<file path="src/cbcb_fifo.sv">
// ----------------------------------------------------------------------------
// cbcb_fifo
// Short queue between front and back ends.
// ----------------------------------------------------------------------------
module cbcb_fifo #(
  parameter  int WIDTH = 8,
  parameter  int DEPTH = 4,
  localparam int AW    = (DEPTH > 1) ? $clog2(DEPTH) : 1
) (
  input  logic             clk,
  input  logic             rst,
  input  logic             push,
  input  logic [WIDTH-1:0] wdata,
  input  logic             pop,
  output logic [WIDTH-1:0] rdata,
  output logic             full,
  output logic             empty
);
  logic [WIDTH-1:0] mem [DEPTH];
  logic [AW-1:0]    wptr, rptr;
  logic [AW:0]      count;

  assign full  = count == (AW+1)'(DEPTH);
  assign empty = count == '0;
  assign rdata = mem[rptr];

  always_ff @(posedge clk) begin
    if (push) begin
      mem[wptr] <= wdata;
    end
  end

  // pointers and fill level
  always_ff @(posedge clk) begin
    if (rst) begin
      wptr  <= '0;
      rptr  <= '0;
      count <= '0;
    end else begin
      if (push) begin
        wptr <= (wptr == AW'(DEPTH-1)) ? '0 : wptr + 1'b1;
      end
      if (pop) begin
        rptr <= (rptr == AW'(DEPTH-1)) ? '0 : rptr + 1'b1;
      end
      if (push && !pop) begin
        count <= count + 1'b1;
      end else if (pop && !push) begin
        count <= count - 1'b1;
      end
    end
  end

  a_level: assert property (@(posedge clk) disable iff (rst) count <= (AW+1)'(DEPTH))
    else $error("queue level overflow");
  a_pop_empty: assert property (@(posedge clk) disable iff (rst) pop |-> !empty)
    else $error("pop from empty queue");

endmodule

</file>
<file path="config.mk">
export PLATFORM = sky130hd
export DESIGN_NAME = cbcb_fifo
export DESIGN_NICKNAME = d
export VERILOG_FILES = /design/src/cbcb_fifo.sv
export SDC_FILE = /design/constraint.sdc
export NUM_CORES = 1
export LEC_CHECK = 0
export BUFFER_PORTS_ARGS = -buffer_cell sky130_fd_sc_hd__buf_2
export CELL_PAD_IN_SITES_DETAIL_PLACEMENT = 0
export CELL_PAD_IN_SITES_GLOBAL_PLACEMENT = 1
export CORE_MARGIN = 5
export CORE_UTILIZATION = 30
export DETAILED_ROUTE_END_ITERATION = 16
export GPL_ROUTABILITY_DRIVEN = 0
export HOLD_SLACK_MARGIN = 0.15
export PLACE_DENSITY = 0.5
export SYNTH_ARGS = -nofsm -noshare
export SYNTH_HDL_FRONTEND = slang
export SYNTH_SLANG_ARGS = --single-unit
</file>
<file path="constraint.sdc">
create_clock -name clk -period 3.3 [get_ports clk]
set_clock_uncertainty 0.15 [all_clocks]
set_input_delay 0.66 -clock clk [delete_from_list [all_inputs] [get_ports clk]]
set_output_delay 0.66 -clock clk [all_outputs]
set_load 0.05 [all_outputs]
</file>
Yosys cells after proc, flatten, opt, wreduce, memory -nomap -nowiden
Memory sizes are Yosys's and may differ from the RTL's. A register that Yosys moved wholly into a read port is not among the register bits. Index checks and enable logic that the tools add are counted.

Flip-flop bits (word level): 7. Bits in writable memories: 32. Bits of input ports: 12. Output and inout port bits: 10. Logic and storage cells: 25. Memories kept: 1.

Memory list: mem (depth 4, bits a word 8, read ports 1, clocked after memory_dff 1, write ports 1, RTL line 19) `logic [WIDTH-1:0] mem [DEPTH];`.

$add $sub $neg: 4. Eq/ne operators: 3. Muxes and demuxes: 8. Reductions and logical operators: 6.

Operators by type and width (count): $mux 2 (4); $mux 3 (2); $add 2x1->2 const B (2); $eq 2x2->1 const B (2); $add 3x1->3 const B (1); $eq 3x3->1 const B (1); $logic_not 3->1 (1); $sub 3x1->3 const B (1); $logic_and 1x1->1 (2); $logic_not 1->1 (2); $mux 1 (2); $reduce_bool 2->1 (1).

Logic depth before layout (Yosys ltp)
Gate-level depths: netlist of run 1.

Depth after elaboration: 4. Gate-level depth with buffers: 7. Mapped depth without buffers: 7.

Least setup slack after synthesis of run 1
No wires, ideal clock.

Path type: reg-to-output. Start: register count[1]. End: output full. Arrival time: 1502 ps. Data required time: 2490 ps. Path slack: 988 ps. Stages on the path, launching flop included: 2. Buffers on the path: 0. Path through: dfxtp_1 nor3b_1.

Longest elaborated chain between the ends: 1.

Ends and longest elaborated chain: from (decl) (RTL line 21) `logic [AW:0] count;`; from (signal assigned) (RTL line 47) `count <= count + 1'b1;`; from (signal assigned) (RTL line 49) `count <= count - 1'b1;`; $eq 3x3->1 (RTL line 23) `assign full = count == (AW+1)'(DEPTH);`; to (decl) (RTL line 16) `output logic full,`.

No other way between the ends.

==> results by group, run 1 <==
Run status
  • Status: finished, final reports clean

STA
  • Relative slew slack: 0.626
  • Max Transition Viols Final: 0
  • Fin crit period: 2580 ps
  • Fmax: 387 MHz
  • Final Hold Fails: 0
  • Final setup violation count: 0
  • Slew @ Worst Pin: about 560 ps
  • RSZ-0062 raised after global routing: false
  • TNS Setup: 0 ps
  • Final period utilization: 0.782

Logic synthesis
  • Most frequent cell after synthesis: edfxtp_1
  • Post-synth cell types: 17
  • Synth Register Bits: 41
  • Number of synthesized flops with an enable pin: 32
  • Synthesized area: 1600 um2
  • Synth top cells by count: edfxtp_1, dfxtp_1, mux4_2
  • Register area share after synthesis: 0.714
  • Syn Nets: 105
  • Gate count after technology mapping: 86
  • Area share of the largest cell type after synthesis: 0.601
  • Post-synth top area cell: edfxtp_1
  • Syn Area/Cell: 18.6 um2
  • Synth warn: 0
  • Largest cells by area after synthesis: edfxtp_1, dfxtp_1, mux4_2, ha_1, mux2i_1
  • Top_reg_cell synth: edfxtp_1
  • Synth async-reset ratio: 0

Pwr
  • Comb power frac: 0.148
  • Tot Pwr: 1.16 mW
  • Sw Share: 0.252
  • VDD IR-drop max: around 0.19 mV
  • Clk pwr share: 0.328
  • Sw Pwr: 293 uW
  • Power density over cell area: 618 nW/um2
  • P_int: 869 uW
  • Seq pwr share: 0.524
  • P_leak: 0.689 nW

Finish
  • Share of cells above drive strength 1: 0.319
  • Final design utilization: 0.366
  • Area delta synth->final: 17.8%
  • Cell Count, Final, Fillers Out: 183
  • Antenna cells: 0
  • Number of nets in the layout: 131
  • Cell area after layout: roughly 1900 um2

Critical path
  • Critical Path Start Type: flop
  • CP Data Arrival Time: 1770 ps
  • Worst R2R Path Depth: 4
  • R2R setup slack: 1660 ps
  • CP Max Fanout: 8
  • Setup CP Type: flop to primary output
  • Worst r2r src: count[0]
  • Max incr delay on CP: 680 ps
  • Critical-path cell list: mux4_2 -> buf_2
  • CP bufs+invs: 1
  • Slowest CP cell: dfxtp_1
  • CP endpoint kind: primary output
  • Reg2reg end: count[2]
  • Required @ worst endpoint: 2490 ps
  • Worst path top cell family by delay: flip-flops

Worst hold path
  • Min-delay src: count[2]
  • Hold Crit Depth: 2
  • Hold Path Class: flop to flop
  • Hold worst-path end: count[2]

Place
  • HPWL Detailed: approximately 1.8 mm
  • Placed Instances: around 180
  • DP Area: around 1800 um2
  • Port bufs: 21

Drt
  • DR iter-0 viols: 43
  • Vias per cell: 4.26
  • Final wirelength: 2.51 mm
  • Vias: just under 800
  • DR pass1 iterations: 4
  • DR WL/cell: 13.7 um
  • Post-route ant nets: 0
  • DRC violations left: 0

Clocking
  • TritonCTS Sinks: 41
  • CTS tree: done
  • Clock Path Buffers: 2
  • Num CTS Buffers: 5
  • CTS H-tree lvls: 2
  • Hold Buf Count CTS: 0
  • Post-CTS Resized: 0
  • Clk_lat worst skew: 280 ps
  • # Post-CTS Setup Buffers: 0
  • Clk slew on worst S/H paths: 70 ps
  • Root Buffer: clkbuf_8

Floorplanning
  • Floorplan row count: 26
  • IO Count: 22
  • Die footprint: 6890 um2
  • Core area: 5140 um2
  • Die Height: 83.0 um
  • Die X-Extent: 83.0 um
  • Initial core utilization: 0.311

Flow run
  • Max Cap Viol: 0

Global routing
  • Largest net degree at the start of global routing: 14
  • Wire length of the first global-routing pass: roughly 4.1 mm
  • Initial antenna violation count: 0
  • Vias in the first global route: roughly 800
  • Overflow after GRT: 0
  • Total GRT Usage: 0.0790
## cell usage in the layout, fill, tap and decap left out, drive strengths merged
cell type   n
a21oi       2
and2        4
buf        21
bufinv      1
clkbuf      6
clkinv      1
dfxtp       9
edfxtp     32
fa          1
ha          6
inv         4
mux2i       4
mux4        8
nor2        7
nor3        1
nor3b       2
o21ai       1
or3         1
xor2        2
## layer usage
metal | part of all wire | track usage | vias to the layer above
li1 | - | - | 376
met1 | 0.44 | 0.0959 | 378
met2 | 0.49 | 0.120 | 19
met3 | 0.056 | 0.0386 | 6
met4 | 0.016 | 0.0312 | 0
met5 | 0 | 0 | -
## state kept, by name (all words and copies together) (netlist names), named ones only
name   cells
rptr       2
count      3
mem       32
wptr       2
## worst max-delay path by stage
stage                        start  endpoint  slack, ps  depth (start not counted)
after floorplan           count[1]      full        990                          1
after detailed placement       pop  count[2]        990                          8
after CTS                     flop  rdata[1]        670                          2
after global routing          flop  rdata[5]        590                          2
after global placement        flop  rdata[0]       1000                          2
final                         flop  rdata[0]        720                          2
## layout make-up
cell class | count | area (um2)
clock buffer | 6 | 72.6
clock inverter | 2 | 35.0
fill | 506 | 3260
inverter | 4 | 15.0
multi-input combinational | 39 | 425
sequential | 41 | 1140
tap | 70 | 87.6
timing repair buffer | 21 | 105
## stage by stage
step	setup WS, ps	hold WS (ps)
after floorplan	988	310
final	719	366
after global placement	996	331
after global routing	589	404
after detailed placement	987	358
after CTS	669	371
## worst reg2reg max path, cell delays in order (launching register included)
cell and delay (ps):
dfxtp_1 350, fa_1 450, xor2_1 160, or3_1 300
a21oi_1 160
## power by group through the flow
stage / registers (mW) / clock network (mW) / logic [mW]
2_1_floorplan: 0.610 / 0 / 0.140
3_3_place_gp: 0.621 / 0 / 0.173
3_5_place_dp: 0.621 / 0 / 0.173
4_1_cts: 0.610 / 0.391 / 0.175
5_1_grt: 0.614 / 0.414 / 0.186
6_report: 0.608 / 0.381 / 0.172
## cell families (layout without fill, tap and decap cells)
logic type                 Yosys count  count (layout)  synth area share
buffers and inverters                6              33            0.0196
muxes                               12              12             0.138
xor gates and xnor gates             2               2            0.0110
DFF                                 41              41             0.714
AOI/OAI and AO/OA                    3               3           0.00939
and+or+nand+nor                     15              15            0.0485
adders and majority gates            7               7            0.0595
Power figures use the tool's default switching activity.
==> run 2, diff against run 1 <==
- PLACE_DENSITY: 0.5 -> 0.52
- clock period: 3.3 -> 2.3 ns (I/O delays scaled with it)
==> results by group, run 2 (synthesized netlist as in run 1, its figures left out) <==
Run status
  • Status: finished, final reports clean

Floorplanning
  • IO Count: 22
  • Die X-Extent: 83.0 um
  • Die footprint: 6890 um2
  • Initial core utilization: 0.311
  • Core area: 5140 um2
  • Die Height: 83.0 um
  • Floorplan row count: 26

Finish
  • Biggest register: mem
  • Leading cell type in the layout, fill and taps excluded: edfxtp_1
  • Largest register FFs: 32
  • Biggest regs: mem x32, count x3
  • Number of nets in the layout: ~130
  • Area delta synth->final: 16.5%
  • Layout fillers: around 530
  • Share of cells above drive strength 1: 0.307
  • Most frequent cells in the layout: edfxtp_1, buf_2, dfxtp_1, mux4_2, nor2_1
  • Antenna cells: 0

Critical path
  • Worst path top cell family by delay: multiplexers
  • R2R setup slack: roughly 660 ps
  • Critical Path End: rdata[2]
  • Critical Path Start Type: flop
  • Reg2reg end: count[2]
  • Worst r2r src: count[0]
  • CP Max Fanout: 8
  • Max incr delay on CP: 530 ps
  • Worst R2R Path Depth: 4
  • Critical path depth in cells: 3
  • CP bufs+invs: 2
  • Required @ worst endpoint: 1690 ps
  • CP Data Arrival Time: 1560 ps
  • Slowest CP cell: mux4_2
  • Critical-path cell list: buf_4 -> mux4_2 -> buf_2
  • Setup CP Type: flop to primary output
  • CP endpoint kind: primary output

Global routing
  • Overflow after GRT: 0
  • Vias in the first global route: 815
  • Total GRT Usage: 0.0843
  • Wire length of the first global-routing pass: about 4.3 mm
  • Largest net degree at the start of global routing: 13
  • Initial antenna violation count: 0

Drt
  • Vias per cell: 4.24
  • DRC violations left: 0
  • DR iter-0 viols: 30
  • Post-route ant nets: 0
  • DR WL/cell: 14.2 um
  • DR pass1 iterations: 4
  • Vias: approximately 800
  • Final wirelength: 2.62 mm

Clocking
  • # Post-CTS Setup Buffers: 0
  • CTS H-tree lvls: 2
  • Clk_lat worst skew: 280 ps
  • Hold Buf Count CTS: 0
  • Clk slew on worst S/H paths: ~70 ps
  • Clock Path Buffers: 2
  • Root Buffer: clkbuf_8
  • CTS tree: done
  • Post-CTS Resized: 0
  • TritonCTS Sinks: 41
  • Num CTS Buffers: 5

Worst hold path
  • Hold Path Class: input pin to flop
  • Hold Crit Depth: 1

STA
  • Final WS setup: between 100 and 150 ps
  • Max Transition Viols Final: 0
  • Relative slew slack: 0.699
  • Final Hold Fails: 0
  • Slew @ Worst Pin: 451 ps
  • Fmax: 460 MHz
  • RSZ-0062 raised after global routing: false
  • Final setup violation count: 0
  • Final period utilization: 0.944
  • TNS Setup: 0 ps
  • Fin crit period: between 2000 and 2500 ps

Place
  • Port bufs: 21
  • Post-placement setup slack: 192 ps
  • HPWL Detailed: between 1.5 and 2 mm

Pwr
  • P_leak: approximately 0.68 nW
  • VDD IR-drop max: 0.419 mV
  • Power density over cell area: 842 nW/um2

Flow run
  • Max Cap Viol: 0
[run 2: cell types whose count changed in the layout (fill, tap and decap cells not counted), sizes merged]
cell	delta
buf	+1
clkbuf	+1
bufinv	-1
[run 2: how the worst min path moves through the flow]
stage	start	endpoint	slack [ps]
6_report	wdata[1]	mem[2][1]	230
5_1_grt	wdata[1]	mem[2][1]	220
4_1_cts	wdata[7]	mem[2][7]	230
3_5_place_dp	count[2]	count[2]	340
3_3_place_gp	count[2]	count[2]	330
2_1_floorplan	count[2]	count[2]	310
[run 2: layout make-up]
| class | count | area (um2) | area share |
|---|---|---|---|
| flip-flops and latches | 41 | 1140 | 0.613 |
| clock buffers | 7 | 76.3 | 0.0410 |
| repair buffers | 22 | 113 | 0.0605 |
| inverters | 4 | 15.0 | 0.00806 |
| well taps | 70 | 87.6 | 0.0470 |
| clock inverters | 1 | 3.75 | 0.00202 |
| multi-input cells | 39 | 425 | 0.228 |
[run 2: layer usage]
metal | track usage | up-vias | wire length [um] | part of all wire
met5 | 0 | - | 0 | 0
met2 | 0.136 | 18 | 1310 | 0.50
met4 | 0.0490 | 0 | 71 | 0.027
met3 | 0.0307 | 7 | 131 | 0.050
met1 | 0.0954 | 379 | 1100 | 0.42
li1 | - | 376 | - | -
[run 2: where the power goes]
part | internal [mW] | switching [mW]
Clock | 0.211 | 0.232
Sequential | 0.842 | 0.0254
Combinational | 0.0850 | 0.171
Total | 1.14 | 0.429
[run 2: through the flow]
| step | area [um2] | hold WS (ps) | instances | utilization | power, mW |
|---|---|---|---|---|---|
| floorplan | 1600 | 310 | 86 | - | 1.08 |
| global placement | 1780 | 327 | 176 | 0.347 | 1.14 |
| detailed placement | 1780 | 343 | 176 | 0.347 | 1.15 |
| CTS | 1860 | 226 | 184 | 0.362 | 1.59 |
| global route | 1860 | 219 | 184 | 0.362 | 1.65 |
| finish | 1860 | 235 | 184 | 0.362 | 1.57 |
