### src/cbcb_pkg.sv
// ----------------------------------------------------------------------------
// cbcb_pkg
// Shared types and constants of the circle/box collision and bounce block.
// ----------------------------------------------------------------------------
package cbcb_pkg;

  localparam int BOX_DIM_BITS   = 12;
  localparam int MIN_SPEED_BITS = 15;
  localparam int RADIUS_BITS    = 10;
  localparam int CFG_INDEX_BITS = 2;
  localparam int CFG_DATA_BITS  = 15;

  // largest per-axis distance for which the squared-distance test is made
  localparam int NEAR_LIMIT = 1023;

  // register reset values
  localparam logic [BOX_DIM_BITS-1:0]   BOX_WIDTH_RST  = 12'd1280;
  localparam logic [BOX_DIM_BITS-1:0]   BOX_HEIGHT_RST = 12'd320;
  localparam logic [MIN_SPEED_BITS-1:0] MIN_VSPEED_RST = 15'd800;

  typedef enum logic [CFG_INDEX_BITS-1:0] {
    CFG_BOX_WIDTH  = 2'd0,
    CFG_BOX_HEIGHT = 2'd1,
    CFG_MIN_VSPEED = 2'd2
  } cfg_index_t;

  typedef struct packed {
    logic [BOX_DIM_BITS-1:0]   box_width;
    logic [BOX_DIM_BITS-1:0]   box_height;
    logic [MIN_SPEED_BITS-1:0] min_vertical_speed;
  } cfg_regs_t;

endpackage

### src/cbcb_in_if.sv
// ----------------------------------------------------------------------------
// cbcb_in_if
// Input channel: one ball and one box per transfer.
// ----------------------------------------------------------------------------
interface cbcb_in_if #(
  parameter int COORD_BITS = 16
);
  logic                                valid;
  logic                                ready;
  logic signed [COORD_BITS-1:0]        ball_x;
  logic signed [COORD_BITS-1:0]        ball_y;
  logic [cbcb_pkg::RADIUS_BITS-1:0]    ball_radius;
  logic signed [COORD_BITS-1:0]        ball_vx;
  logic signed [COORD_BITS-1:0]        ball_vy;
  logic signed [COORD_BITS-1:0]        box_x;
  logic signed [COORD_BITS-1:0]        box_y;
  logic                                box_active;

  modport source (
    output valid, ball_x, ball_y, ball_radius, ball_vx, ball_vy, box_x, box_y, box_active,
    input  ready
  );
  modport sink (
    input  valid, ball_x, ball_y, ball_radius, ball_vx, ball_vy, box_x, box_y, box_active,
    output ready
  );
endinterface

### src/cbcb_front.sv
// ----------------------------------------------------------------------------
// cbcb_front
// Two-stage front end: clamp and distance test, overlap choice, push-out,
// velocity flip and the squared speed terms for the back end.
// ----------------------------------------------------------------------------
module cbcb_front #(
  parameter  int COORD_BITS = 16,
  localparam int C  = COORD_BITS,
  localparam int MW = (C > 15) ? C : 15,
  localparam int VW = MW + 1,
  localparam int PW = C + 2,
  localparam int DW = C + 3,
  localparam int OW = C + 4
) (
  input  logic                    clk,
  input  logic                    rst,
  input  cbcb_pkg::cfg_regs_t     cfg,
  cbcb_in_if.sink                 in_ch,
  output logic                    item_valid,
  input  logic                    item_ready,
  output logic                    hit,
  output logic                    vert,
  output logic signed [PW-1:0]    pos_x,
  output logic signed [PW-1:0]    pos_y,
  output logic signed [VW-1:0]    vel_x,
  output logic signed [VW-1:0]    vel_y,
  output logic [2*MW-1:0]         sq_x,
  output logic [2*MW-1:0]         sq_y,
  output logic [2*MW-1:0]         sq_ny
);
  import cbcb_pkg::*;

  localparam int R = RADIUS_BITS;

  logic adv;

  // stage 1 combinational
  logic signed [DW-1:0] bx, by, qx, qy, w, h, qxw, qyh, cx0, cy0, cx, cy, dx, dy, adx, ady;
  logic signed [DW-1:0] d2x, d2y;

  // stage 1 registers
  logic                 s1v;
  logic                 s1_active;
  logic [R-1:0]         s1_r;
  logic signed [C-1:0]  s1_bx, s1_by, s1_vx, s1_vy, s1_qx, s1_qy;
  logic [R-1:0]         s1_adx, s1_ady;
  logic                 s1_okx, s1_oky;
  logic signed [DW-1:0] s1_d2x, s1_d2y;

  // stage 2 combinational
  logic [2*R-1:0]       sqdx, sqdy, rr;
  logic [2*R:0]         near2;
  logic                 hit_c, horiz;
  logic signed [OW-1:0] d2xo, d2yo, ad2x, ad2y, ox, oy;
  logic signed [PW-1:0] qxp, qyp, wp, hp, rp, push_x, push_y;
  logic signed [VW-1:0] vxv, vyv, nvx, nvy, mvs_v, vy_b;
  logic [MW-1:0]        avx, avy, mvs_m;
  logic                 keep;

  assign adv         = !item_valid || item_ready;
  assign in_ch.ready = adv;

  // clamp the centre to the box and take the distance to it
  assign bx  = DW'(in_ch.ball_x);
  assign by  = DW'(in_ch.ball_y);
  assign qx  = DW'(in_ch.box_x);
  assign qy  = DW'(in_ch.box_y);
  assign w   = DW'({1'b0, cfg.box_width});
  assign h   = DW'({1'b0, cfg.box_height});
  assign qxw = qx + w;
  assign qyh = qy + h;
  assign cx0 = (bx < qxw) ? bx : qxw;
  assign cy0 = (by < qyh) ? by : qyh;
  assign cx  = (cx0 < qx) ? qx : cx0;
  assign cy  = (cy0 < qy) ? qy : cy0;
  assign dx  = bx - cx;
  assign dy  = by - cy;
  assign adx = (dx < 0) ? -dx : dx;
  assign ady = (dy < 0) ? -dy : dy;
  // centre offsets from the box centre, doubled
  assign d2x = (bx <<< 1) - (qx <<< 1) - w;
  assign d2y = (by <<< 1) - (qy <<< 1) - h;

  always_ff @(posedge clk) begin
    if (rst) begin
      s1v <= 1'b0;
    end else if (adv) begin
      s1v <= in_ch.valid;
    end
  end

  always_ff @(posedge clk) begin
    if (adv && in_ch.valid) begin
      s1_active <= in_ch.box_active;
      s1_r      <= in_ch.ball_radius;
      s1_bx     <= in_ch.ball_x;
      s1_by     <= in_ch.ball_y;
      s1_vx     <= in_ch.ball_vx;
      s1_vy     <= in_ch.ball_vy;
      s1_qx     <= in_ch.box_x;
      s1_qy     <= in_ch.box_y;
      s1_adx    <= adx[R-1:0];
      s1_ady    <= ady[R-1:0];
      s1_okx    <= (adx <= DW'(NEAR_LIMIT));
      s1_oky    <= (ady <= DW'(NEAR_LIMIT));
      s1_d2x    <= d2x;
      s1_d2y    <= d2y;
    end
  end

  // hit test
  assign sqdx  = (2*R)'(s1_adx) * (2*R)'(s1_adx);
  assign sqdy  = (2*R)'(s1_ady) * (2*R)'(s1_ady);
  assign rr    = (2*R)'(s1_r) * (2*R)'(s1_r);
  assign near2 = (2*R+1)'(sqdx) + (2*R+1)'(sqdy);
  assign hit_c = s1_active && s1_okx && s1_oky && (near2 < (2*R+1)'(rr));

  // overlap per axis at doubled scale; tie goes vertical
  assign d2xo  = OW'(s1_d2x);
  assign d2yo  = OW'(s1_d2y);
  assign ad2x  = (d2xo < 0) ? -d2xo : d2xo;
  assign ad2y  = (d2yo < 0) ? -d2yo : d2yo;
  assign ox    = OW'({1'b0, cfg.box_width}) + OW'({1'b0, s1_r, 1'b0}) - ad2x;
  assign oy    = OW'({1'b0, cfg.box_height}) + OW'({1'b0, s1_r, 1'b0}) - ad2y;
  assign horiz = ox < oy;

  // push-out targets
  assign qxp    = PW'(s1_qx);
  assign qyp    = PW'(s1_qy);
  assign wp     = PW'({1'b0, cfg.box_width});
  assign hp     = PW'({1'b0, cfg.box_height});
  assign rp     = PW'({1'b0, s1_r});
  assign push_x = (s1_d2x > 0) ? qxp + wp + rp : qxp - rp;
  assign push_y = (s1_d2y > 0) ? qyp + hp + rp : qyp - rp;

  // velocity flip and the vertical speed floor
  assign vxv   = VW'(s1_vx);
  assign vyv   = VW'(s1_vy);
  assign nvx   = -vxv;
  assign nvy   = -vyv;
  assign avx   = (vxv < 0) ? nvx[MW-1:0] : vxv[MW-1:0];
  assign avy   = (vyv < 0) ? nvy[MW-1:0] : vyv[MW-1:0];
  assign mvs_m = MW'(cfg.min_vertical_speed);
  assign mvs_v = VW'({1'b0, cfg.min_vertical_speed});
  assign keep  = avy >= mvs_m;
  assign vy_b  = keep ? nvy : ((nvy > 0) ? mvs_v : -mvs_v);

  always_ff @(posedge clk) begin
    if (rst) begin
      item_valid <= 1'b0;
    end else if (adv) begin
      item_valid <= s1v;
    end
  end

  always_ff @(posedge clk) begin
    if (adv && s1v) begin
      hit   <= hit_c;
      vert  <= hit_c && !horiz;
      pos_x <= (hit_c && horiz) ? push_x : PW'(s1_bx);
      pos_y <= (hit_c && !horiz) ? push_y : PW'(s1_by);
      vel_x <= (hit_c && horiz) ? nvx : vxv;
      vel_y <= (hit_c && !horiz) ? vy_b : vyv;
      sq_x  <= (2*MW)'(avx) * (2*MW)'(avx);
      sq_y  <= (2*MW)'(avy) * (2*MW)'(avy);
      sq_ny <= keep ? (2*MW)'(avy) * (2*MW)'(avy) : (2*MW)'(mvs_m) * (2*MW)'(mvs_m);
    end
  end

  // an inactive box never yields a hit
  a_inactive_no_hit: assert property (@(posedge clk) disable iff (rst)
    (adv && s1v && !s1_active) |=> !hit)
    else $error("hit on inactive box");

endmodule

### src/flat_wrapper.sv
// flat-port wrapper written by rule: the top's interface ports become plain ports
module cbcb_front_flat import cbcb_pkg::*;
#(
  parameter  int COORD_BITS = 16,
  localparam int C  = COORD_BITS,
  localparam int MW = (C > 15) ? C : 15,
  localparam int VW = MW + 1,
  localparam int PW = C + 2,
  localparam int DW = C + 3,
  localparam int OW = C + 4
)
  (clk, rst, cfg, item_valid, item_ready, hit, vert, pos_x, pos_y, vel_x, vel_y, sq_x, sq_y, sq_ny, in_ch_valid, in_ch_ball_x, in_ch_ball_y, in_ch_ball_radius, in_ch_ball_vx, in_ch_ball_vy, in_ch_box_x, in_ch_box_y, in_ch_box_active, in_ch_ready);
  cbcb_in_if #(.COORD_BITS(COORD_BITS)) in_ch_i ();
  input  logic clk;
  input  logic rst;
  input  cbcb_pkg::cfg_regs_t cfg;
  output logic item_valid;
  input  logic item_ready;
  output logic hit;
  output logic vert;
  output logic signed [PW-1:0] pos_x;
  output logic signed [PW-1:0] pos_y;
  output logic signed [VW-1:0] vel_x;
  output logic signed [VW-1:0] vel_y;
  output logic [2*MW-1:0] sq_x;
  output logic [2*MW-1:0] sq_y;
  output logic [2*MW-1:0] sq_ny;
  input wire logic [$bits(in_ch_i.valid)-1:0] in_ch_valid;
  input wire logic [$bits(in_ch_i.ball_x)-1:0] in_ch_ball_x;
  input wire logic [$bits(in_ch_i.ball_y)-1:0] in_ch_ball_y;
  input wire logic [$bits(in_ch_i.ball_radius)-1:0] in_ch_ball_radius;
  input wire logic [$bits(in_ch_i.ball_vx)-1:0] in_ch_ball_vx;
  input wire logic [$bits(in_ch_i.ball_vy)-1:0] in_ch_ball_vy;
  input wire logic [$bits(in_ch_i.box_x)-1:0] in_ch_box_x;
  input wire logic [$bits(in_ch_i.box_y)-1:0] in_ch_box_y;
  input wire logic [$bits(in_ch_i.box_active)-1:0] in_ch_box_active;
  output wire logic [$bits(in_ch_i.ready)-1:0] in_ch_ready;
  assign in_ch_i.valid = in_ch_valid;
  assign in_ch_i.ball_x = in_ch_ball_x;
  assign in_ch_i.ball_y = in_ch_ball_y;
  assign in_ch_i.ball_radius = in_ch_ball_radius;
  assign in_ch_i.ball_vx = in_ch_ball_vx;
  assign in_ch_i.ball_vy = in_ch_ball_vy;
  assign in_ch_i.box_x = in_ch_box_x;
  assign in_ch_i.box_y = in_ch_box_y;
  assign in_ch_i.box_active = in_ch_box_active;
  assign in_ch_ready = in_ch_i.ready;
  cbcb_front #(.COORD_BITS(COORD_BITS)) u_core (.clk(clk), .rst(rst), .cfg(cfg), .in_ch(in_ch_i), .item_valid(item_valid), .item_ready(item_ready), .hit(hit), .vert(vert), .pos_x(pos_x), .pos_y(pos_y), .vel_x(vel_x), .vel_y(vel_y), .sq_x(sq_x), .sq_y(sq_y), .sq_ny(sq_ny));
endmodule
### config.mk
export PLATFORM = sky130hd
export DESIGN_NAME = cbcb_front_flat
export DESIGN_NICKNAME = d
export VERILOG_FILES = /design/src/cbcb_pkg.sv /design/src/cbcb_in_if.sv /design/src/cbcb_front.sv /design/src/flat_wrapper.sv
export SDC_FILE = /design/constraint.sdc
export NUM_CORES = 2
export LEC_CHECK = 0
export BUFFER_PORTS_ARGS = -buffer_cell sky130_fd_sc_hd__buf_2
export CORE_MARGIN = 5
export CORE_UTILIZATION = 42
export CTS_CLUSTER_DIAMETER = 80
export CTS_CLUSTER_SIZE = 10
export DETAILED_ROUTE_END_ITERATION = 10
export GPL_TIMING_DRIVEN = 1
export PLACE_DENSITY_LB_ADDON = 0.3
export REMOVE_ABC_BUFFERS = 1
export SYNTH_ARGS = -nofsm -noshare
export SYNTH_HDL_FRONTEND = slang
export SYNTH_SLANG_ARGS = --single-unit
### constraint.sdc
create_clock -name clk -period 18.1 [get_ports clk]
set_clock_uncertainty 0.15 [all_clocks]
set_input_delay 0.905 -clock clk [delete_from_list [all_inputs] [get_ports clk]]
set_output_delay 0.905 -clock clk [all_outputs]
set_load 0.1 [all_outputs]
## Word level (Yosys, flattened, before mapping)

Index checks and enable logic that the tools add are counted.

| word-level totals | value |
|---|---|
| word-level logic and storage cells | 104 |
| register bits after elaboration | 337 |
| output and inout port bits | 170 |
| bits of input ports | 150 |

| cells by class | value |
|---|---|
| multiplexer cells | 19 |
| order comparisons | 18 |
| $mul | 6 |
| add/sub/neg operators | 26 |
| reduce and logical (&&, ||, !) cells | 10 |

Operators with widths:

| cell | count |
|---|---|
| two-way mux 19 bit | 6 |
| < comparator 19 x 1 -> 1 bit (second input constant) | 4 |
| two-way mux 18 bit | 4 |
| adder 16 x 13 -> 17 bit | 4 |
| two-way mux 17 bit | 4 |
| multiplier 16 x 16 -> 32 bit | 2 |
| multiplier 10 x 10 -> 20 bit | 3 |
| two-way mux 20 bit | 2 |
| negation 19 -> 20 bit | 2 |
| subtractor 20 bit | 2 |
| greater-than comparator 19 x 1 -> 1 bit (second input constant) | 2 |
| less-or-equal comparator 19 x 11 -> 1 bit (second input constant) | 2 |
| < comparator 19 x 16 -> 1 bit | 2 |
| negation 19 bit | 2 |
| subtractor 16 x 19 -> 19 bit | 2 |
| subtractor 19 x 13 -> 19 bit | 2 |
| adder 18 x 11 -> 18 bit | 2 |
| subtractor 17 x 17 -> 18 bit | 2 |
| < comparator 16 x 17 -> 1 bit | 2 |
| negation 16 -> 17 bit | 2 |
| subtractor 16 x 11 -> 17 bit | 2 |
| < comparator 16 x 1 -> 1 bit (second input constant) | 2 |
| two-way mux 16 bit | 2 |
| two-way mux 32 bit | 1 |
| other kinds (11) | 19 |

## Longest topological paths before layout

| depth | value |
|---|---|
| depth in word-level cells | 9 |
| gate-level depth with buffers | 44 |
| gate-level depth less buffers | 42 |

## Worst setup path after synthesis

No wires, ideal clock.

| timing | value |
|---|---|
| kind | input port to flip-flop |
| start point | input in_ch_box_x[1] |
| end point | register u_core.s1_okx, data pin |
| library setup time | 0.176 ns |
| cell stages on the path | 38 |
| buffers on the path | 3 |
| arrival | 9.246 ns |
| data required time | 17.774 ns |
| setup slack | 8.528 ns |
| cells stage by stage | ha_1 a21o_1 a21oi_1 o21bai_1 a2111oi_0 o31ai_1 a2111oi_0 nor3_1 xnor2_1 ha_1 nand2_1 nand4b_1 o221ai_1 a41oi_1 clkbuf_1 mux2i_1 ha_1 nand4_1 [... 2 more ...] nand2_1 nor2_1 o211ai_1 a41o_1 clkbuf_1 buf_2 mux2i_1 fa_1 a21o_1 a21o_1 and4_1 or3_1 nand2b_1 nor4_1 mux2_2 o32ai_1 a32oi_1 nor4_1 |

| on the way | value |
|---|---|
| longest elaborated chain between the ends | 9 |
| elaborated cells between the ends (all ways) | 10 |
| classes of those cells | add/sub (3); order compare (4); mux (3) |

Ends and longest elaborated chain:

| item | RTL line | RTL |
|---|---|---|
| start, declared | flat_wrapper.sv:34 | `input wire logic [$bits(in_ch_i.box_x)-1:0] in_ch_box_x;` |
| adder 16 x 13 -> 17 bit | cbcb_front.sv:70 | `assign qxw = qx + w;` |
| < comparator 16 x 17 -> 1 bit | cbcb_front.sv:72 | `assign cx0 = (bx < qxw) ? bx : qxw;` |
| two-way mux 19 bit | cbcb_front.sv:72 |  |
| < comparator 19 x 16 -> 1 bit | cbcb_front.sv:74 | `assign cx = (cx0 < qx) ? qx : cx0;` |
| two-way mux 19 bit (*) | cbcb_front.sv:74 |  |
| subtractor 16 x 19 -> 19 bit (*) | cbcb_front.sv:76 | `assign dx = bx - cx;` |
| negation 19 bit or < comparator 19 x 1 -> 1 bit (tied branches) | cbcb_front.sv:78 | `assign adx = (dx < 0) ? -dx : dx;` |
| two-way mux 19 bit (*) | cbcb_front.sv:78 |  |
| less-or-equal comparator 19 x 11 -> 1 bit (*) | cbcb_front.sv:104 | `s1_okx <= (adx <= DW'(NEAR_LIMIT));` |
| end signal, assigned | cbcb_front.sv:104 |  |
| end, declared | cbcb_front.sv:47 | `logic s1_okx, s1_oky;` |

Every way passes the cells marked *; elsewhere a longest branch is shown, timed or not.
A chain may end at the register's enable or synchronous reset.

## Worst setup path after layout

| timing | value |
|---|---|
| start point | input in_ch_box_y[0] |
| end point | register u_core.s1_oky, data pin |

| on the way | value |
|---|---|
| longest elaborated chain between the ends | 9 |
| elaborated cells between the ends (all ways) | 10 |
| classes of those cells | add/sub (3); order compare (4); mux (3) |

Ends and longest elaborated chain:

| item | RTL line | RTL |
|---|---|---|
| start, declared | flat_wrapper.sv:35 | `input wire logic [$bits(in_ch_i.box_y)-1:0] in_ch_box_y;` |
| adder 16 x 13 -> 17 bit | cbcb_front.sv:71 | `assign qyh = qy + h;` |
| < comparator 16 x 17 -> 1 bit | cbcb_front.sv:73 | `assign cy0 = (by < qyh) ? by : qyh;` |
| two-way mux 19 bit | cbcb_front.sv:73 |  |
| < comparator 19 x 16 -> 1 bit | cbcb_front.sv:75 | `assign cy = (cy0 < qy) ? qy : cy0;` |
| two-way mux 19 bit (*) | cbcb_front.sv:75 |  |
| subtractor 16 x 19 -> 19 bit (*) | cbcb_front.sv:77 | `assign dy = by - cy;` |
| negation 19 bit or < comparator 19 x 1 -> 1 bit (tied branches) | cbcb_front.sv:79 | `assign ady = (dy < 0) ? -dy : dy;` |
| two-way mux 19 bit (*) | cbcb_front.sv:79 |  |
| less-or-equal comparator 19 x 11 -> 1 bit (*) | cbcb_front.sv:105 | `s1_oky <= (ady <= DW'(NEAR_LIMIT));` |
| end signal, assigned | cbcb_front.sv:105 |  |
| end, declared | cbcb_front.sv:47 |  |

Marked as above.

==> results_dict.tcl <==
set metrics [dict create \
    status "finished, final reports clean" \
    cts_tree "done" \
    endpoint_kind "register" \
    clk_pin_slew_ns 0.06 \
    rsz0062_at_grt "no" \
    dieWidth_um 375.9 \
    grt_start_max_net_pins 119 \
    die_h_um 375.9 \
    arrival_ns 10.83 \
    cts_inserted_buffers 48 \
    fin_setup_tns_ns 0 \
    synth_edf_count 331 \
    syn_area_per_cell_um2 9.199 \
    routed-via-count 43460 \
    cts_sinks 333 \
    synthTopCellsByArea "fa_1 24%, edfxtp_1 18%, ha_1 17%" \
    finalSetupViolCount 0 \
    yosys_warnings 0 \
    place.detailed.hpwl_um 123400 \
    antenna_left 0 \
    hold_viol 0 \
    yosysMostFrequentCell "inv_1" \
    ys_async_sr_fraction_pct 0 \
    grt_pass1_wl_um 240900 \
    slowest_stage "o21bai_2" \
    critPathMaxStageDelay_ns 0.78 \
    syn_to_final_growth_pct 9.104 \
    utilization_pct 46.02 \
    crit_buf_inv 3 \
    crit_start "in_ch_box_y[0]" \
    crit_cells 42 \
    period_minus_slack_ns 10.52 \
    first_pass_iters 5 \
    drt_wl_total_um 149400 \
    ys_ff_latch 333 \
    syn_inst 6112 \
    path_class "input pin to register" \
    num_rows 134 \
    reg2regPathDepth 33 \
    avgRoutedWirePerCell_um 18.27 \
    start_util_pct 42.18 \
    fmax_mhz 95.04 \
    synthTopCellsByCount "1,039 x inv_1, 758 x ha_1, 660 x fa_1" \
    final_nets 7952 \
    crit_fanout 31 \
    critical-path-top-delay-family "compound AO/OA/AOI/OAI gates" \
    hold_slack_ns 0.2667 \
    min_path_type "input pin to register" \
    synth.cell_area_mm2 0.05622 \
    dr.first_iter.drc_count 2602 \
    postCtsHoldBufs 0 \
    post-route-drc-count 0 \
    min_period_over_period_pct 58.13 \
    antenna_found_initial 3 \
    synth.largest_area_cell "fa_1" \
    stdcell_count 8177 \
    io_pins 320 \
    post_cts_buffers 0 \
    grt_pass1_vias 45390 \
    seq_area_frac_synth_pct 17.75 \
    core_mm2 0.1333 \
    critical_path_required_ns 18.41 \
    synthDistinctLibCells 95 \
    r2r_slack_ns 7.82 \
    cts-resized-gates 0 \
    ctsHtreeMaxLevel 2 \
    clock-root-buffer "clkbuf_16" \
    viasPerCell 5.315 \
    drv_cap 0 \
    start_kind "input pin" \
    drive_gt1_share_pct 8.195 \
    clockBufferDepth 3 \
    synth_top_area_share_pct 23.50 \
    tightestPinTransition_ns 1.333 \
    synth_ff_type "edfxtp_1" \
    globalRouteTotalUtil_pct 21.08 \
    endpoint "u_core.s1_oky$_DFFE_PP_" \
    finalMaxSlewViolations 0 \
    dp.cells 8102 \
    io_buffers 316 \
    r2r-end "u_core.sq_ny[30]$_SDFFCE_PN0P_" \
    grt_overflow 0 \
    reg2reg_from "u_core.s1_vy[0]$_DFFE_PP_" \
    dieArea_mm2 0.1413 \
    clk_latency_ns 0.66 \
    relSlewSlack_pct 10.47 \
    gp_congestion 0.9253 \
]
[cells by family after synthesis]
kind of cell / Yosys count / share of synthesized area [%]
multiplexers: 67 / 1.235
other: 1 / 0.006670
adder cells (fa/ha/maj): 1419 / 40.39
AND/OR/NAND/NOR: 1537 / 12.93
flip-flops: 333 / 17.75
buffers and inverters: 1204 / 8.107
XOR/XNOR: 447 / 6.990
AO/OA/AOI/OAI: 1104 / 12.59
[worst register-to-register path: cells and delay by family (launching register included)]
kind | cells | cell delay (ns)
AOI/OAI and AO/OA | 4 | 1.52
xor gates and xnor gates | 2 | 0.29
adders and majority gates | 8 | 3.75
buffers and inverters | 9 | 1.17
DFF | 1 | 0.35
and+or+nand+nor | 10 | 2.80
[worst min path at each step]
stage | to | cells after the start | start | slack (ns)
2_1_floorplan | u_core.item_valid$_SDFFE_PP0N_ | 2 | u_core.s1v$_SDFFE_PP0N_ | 0.28
3_3_place_gp | u_core.item_valid$_SDFFE_PP0N_ | 2 | u_core.s1v$_SDFFE_PP0N_ | 0.29
3_5_place_dp | u_core.item_valid$_SDFFE_PP0N_ | 2 | u_core.s1v$_SDFFE_PP0N_ | 0.31
4_1_cts | u_core.s1_r[2]$_DFFE_PP_ | 1 | in_ch_ball_radius[2] | 0.23
5_1_grt | u_core.s1_vx[9]$_DFFE_PP_ | 1 | in_ch_ball_vx[9] | 0.24
6_report | u_core.s1_r[6]$_DFFE_PP_ | 1 | in_ch_ball_radius[6] | 0.27
[flip-flops by register name (all words and copies together), names as in the netlist, 17 cells and up]
signal / flops
u_core.sq_ny: 31
u_core.sq_x: 31
u_core.sq_y: 31
u_core.s1_d2x: 19
u_core.s1_d2y: 19
u_core.pos_x: 18
u_core.pos_y: 18
u_core.vel_y: 17
[cells in the final DEF (no fill, tap or decap), types with 132 or more instances in the layout]
master       n
o21ai_0    258
ha_1       758
nor2_1     449
a21o_1     132
fa_1       660
nand2_1    475
xor2_1     158
inv_1     1039
xnor2_1    286
edfxtp_1   331
buf_2      316
a21oi_1    303
[routing by layer]
| metal | track usage, % | routed length, µm | up-vias |
|---|---|---|---|
| li1 | - | - | 20940 |
| met1 | 27.72 | 65160 | 21200 |
| met2 | 36.88 | 72650 | 1098 |
| met3 | 2.659 | 7849 | 225 |
| met4 | 5.351 | 3773 | 0 |
| met5 | 0 | 0 | - |
[area by class of cell]
type / count / area, µm²
sequential: 333 / 9980
timing repair buffer: 359 / 1917
clock buffer: 53 / 1220
multi-input combinational: 4577 / 41740
inverter: 1065 / 3998
clock inverter: 19 / 269.0
tap: 1768 / 2212
antenna: 3 / 7.507
fill: 12830 / 71950
[through the flow]
step	setup WS, ns	cell area (µm²)
2_1_floorplan	7.671	55670
3_3_place_gp	7.146	59850
3_5_place_dp	7.082	59850
4_1_cts	7.722	61340
5_1_grt	6.617	61340
6_report	7.578	61340
Power is left out: the tool's default activity adds up to more than one toggle a clock period on the data nets, which glitch-free logic cannot reach.
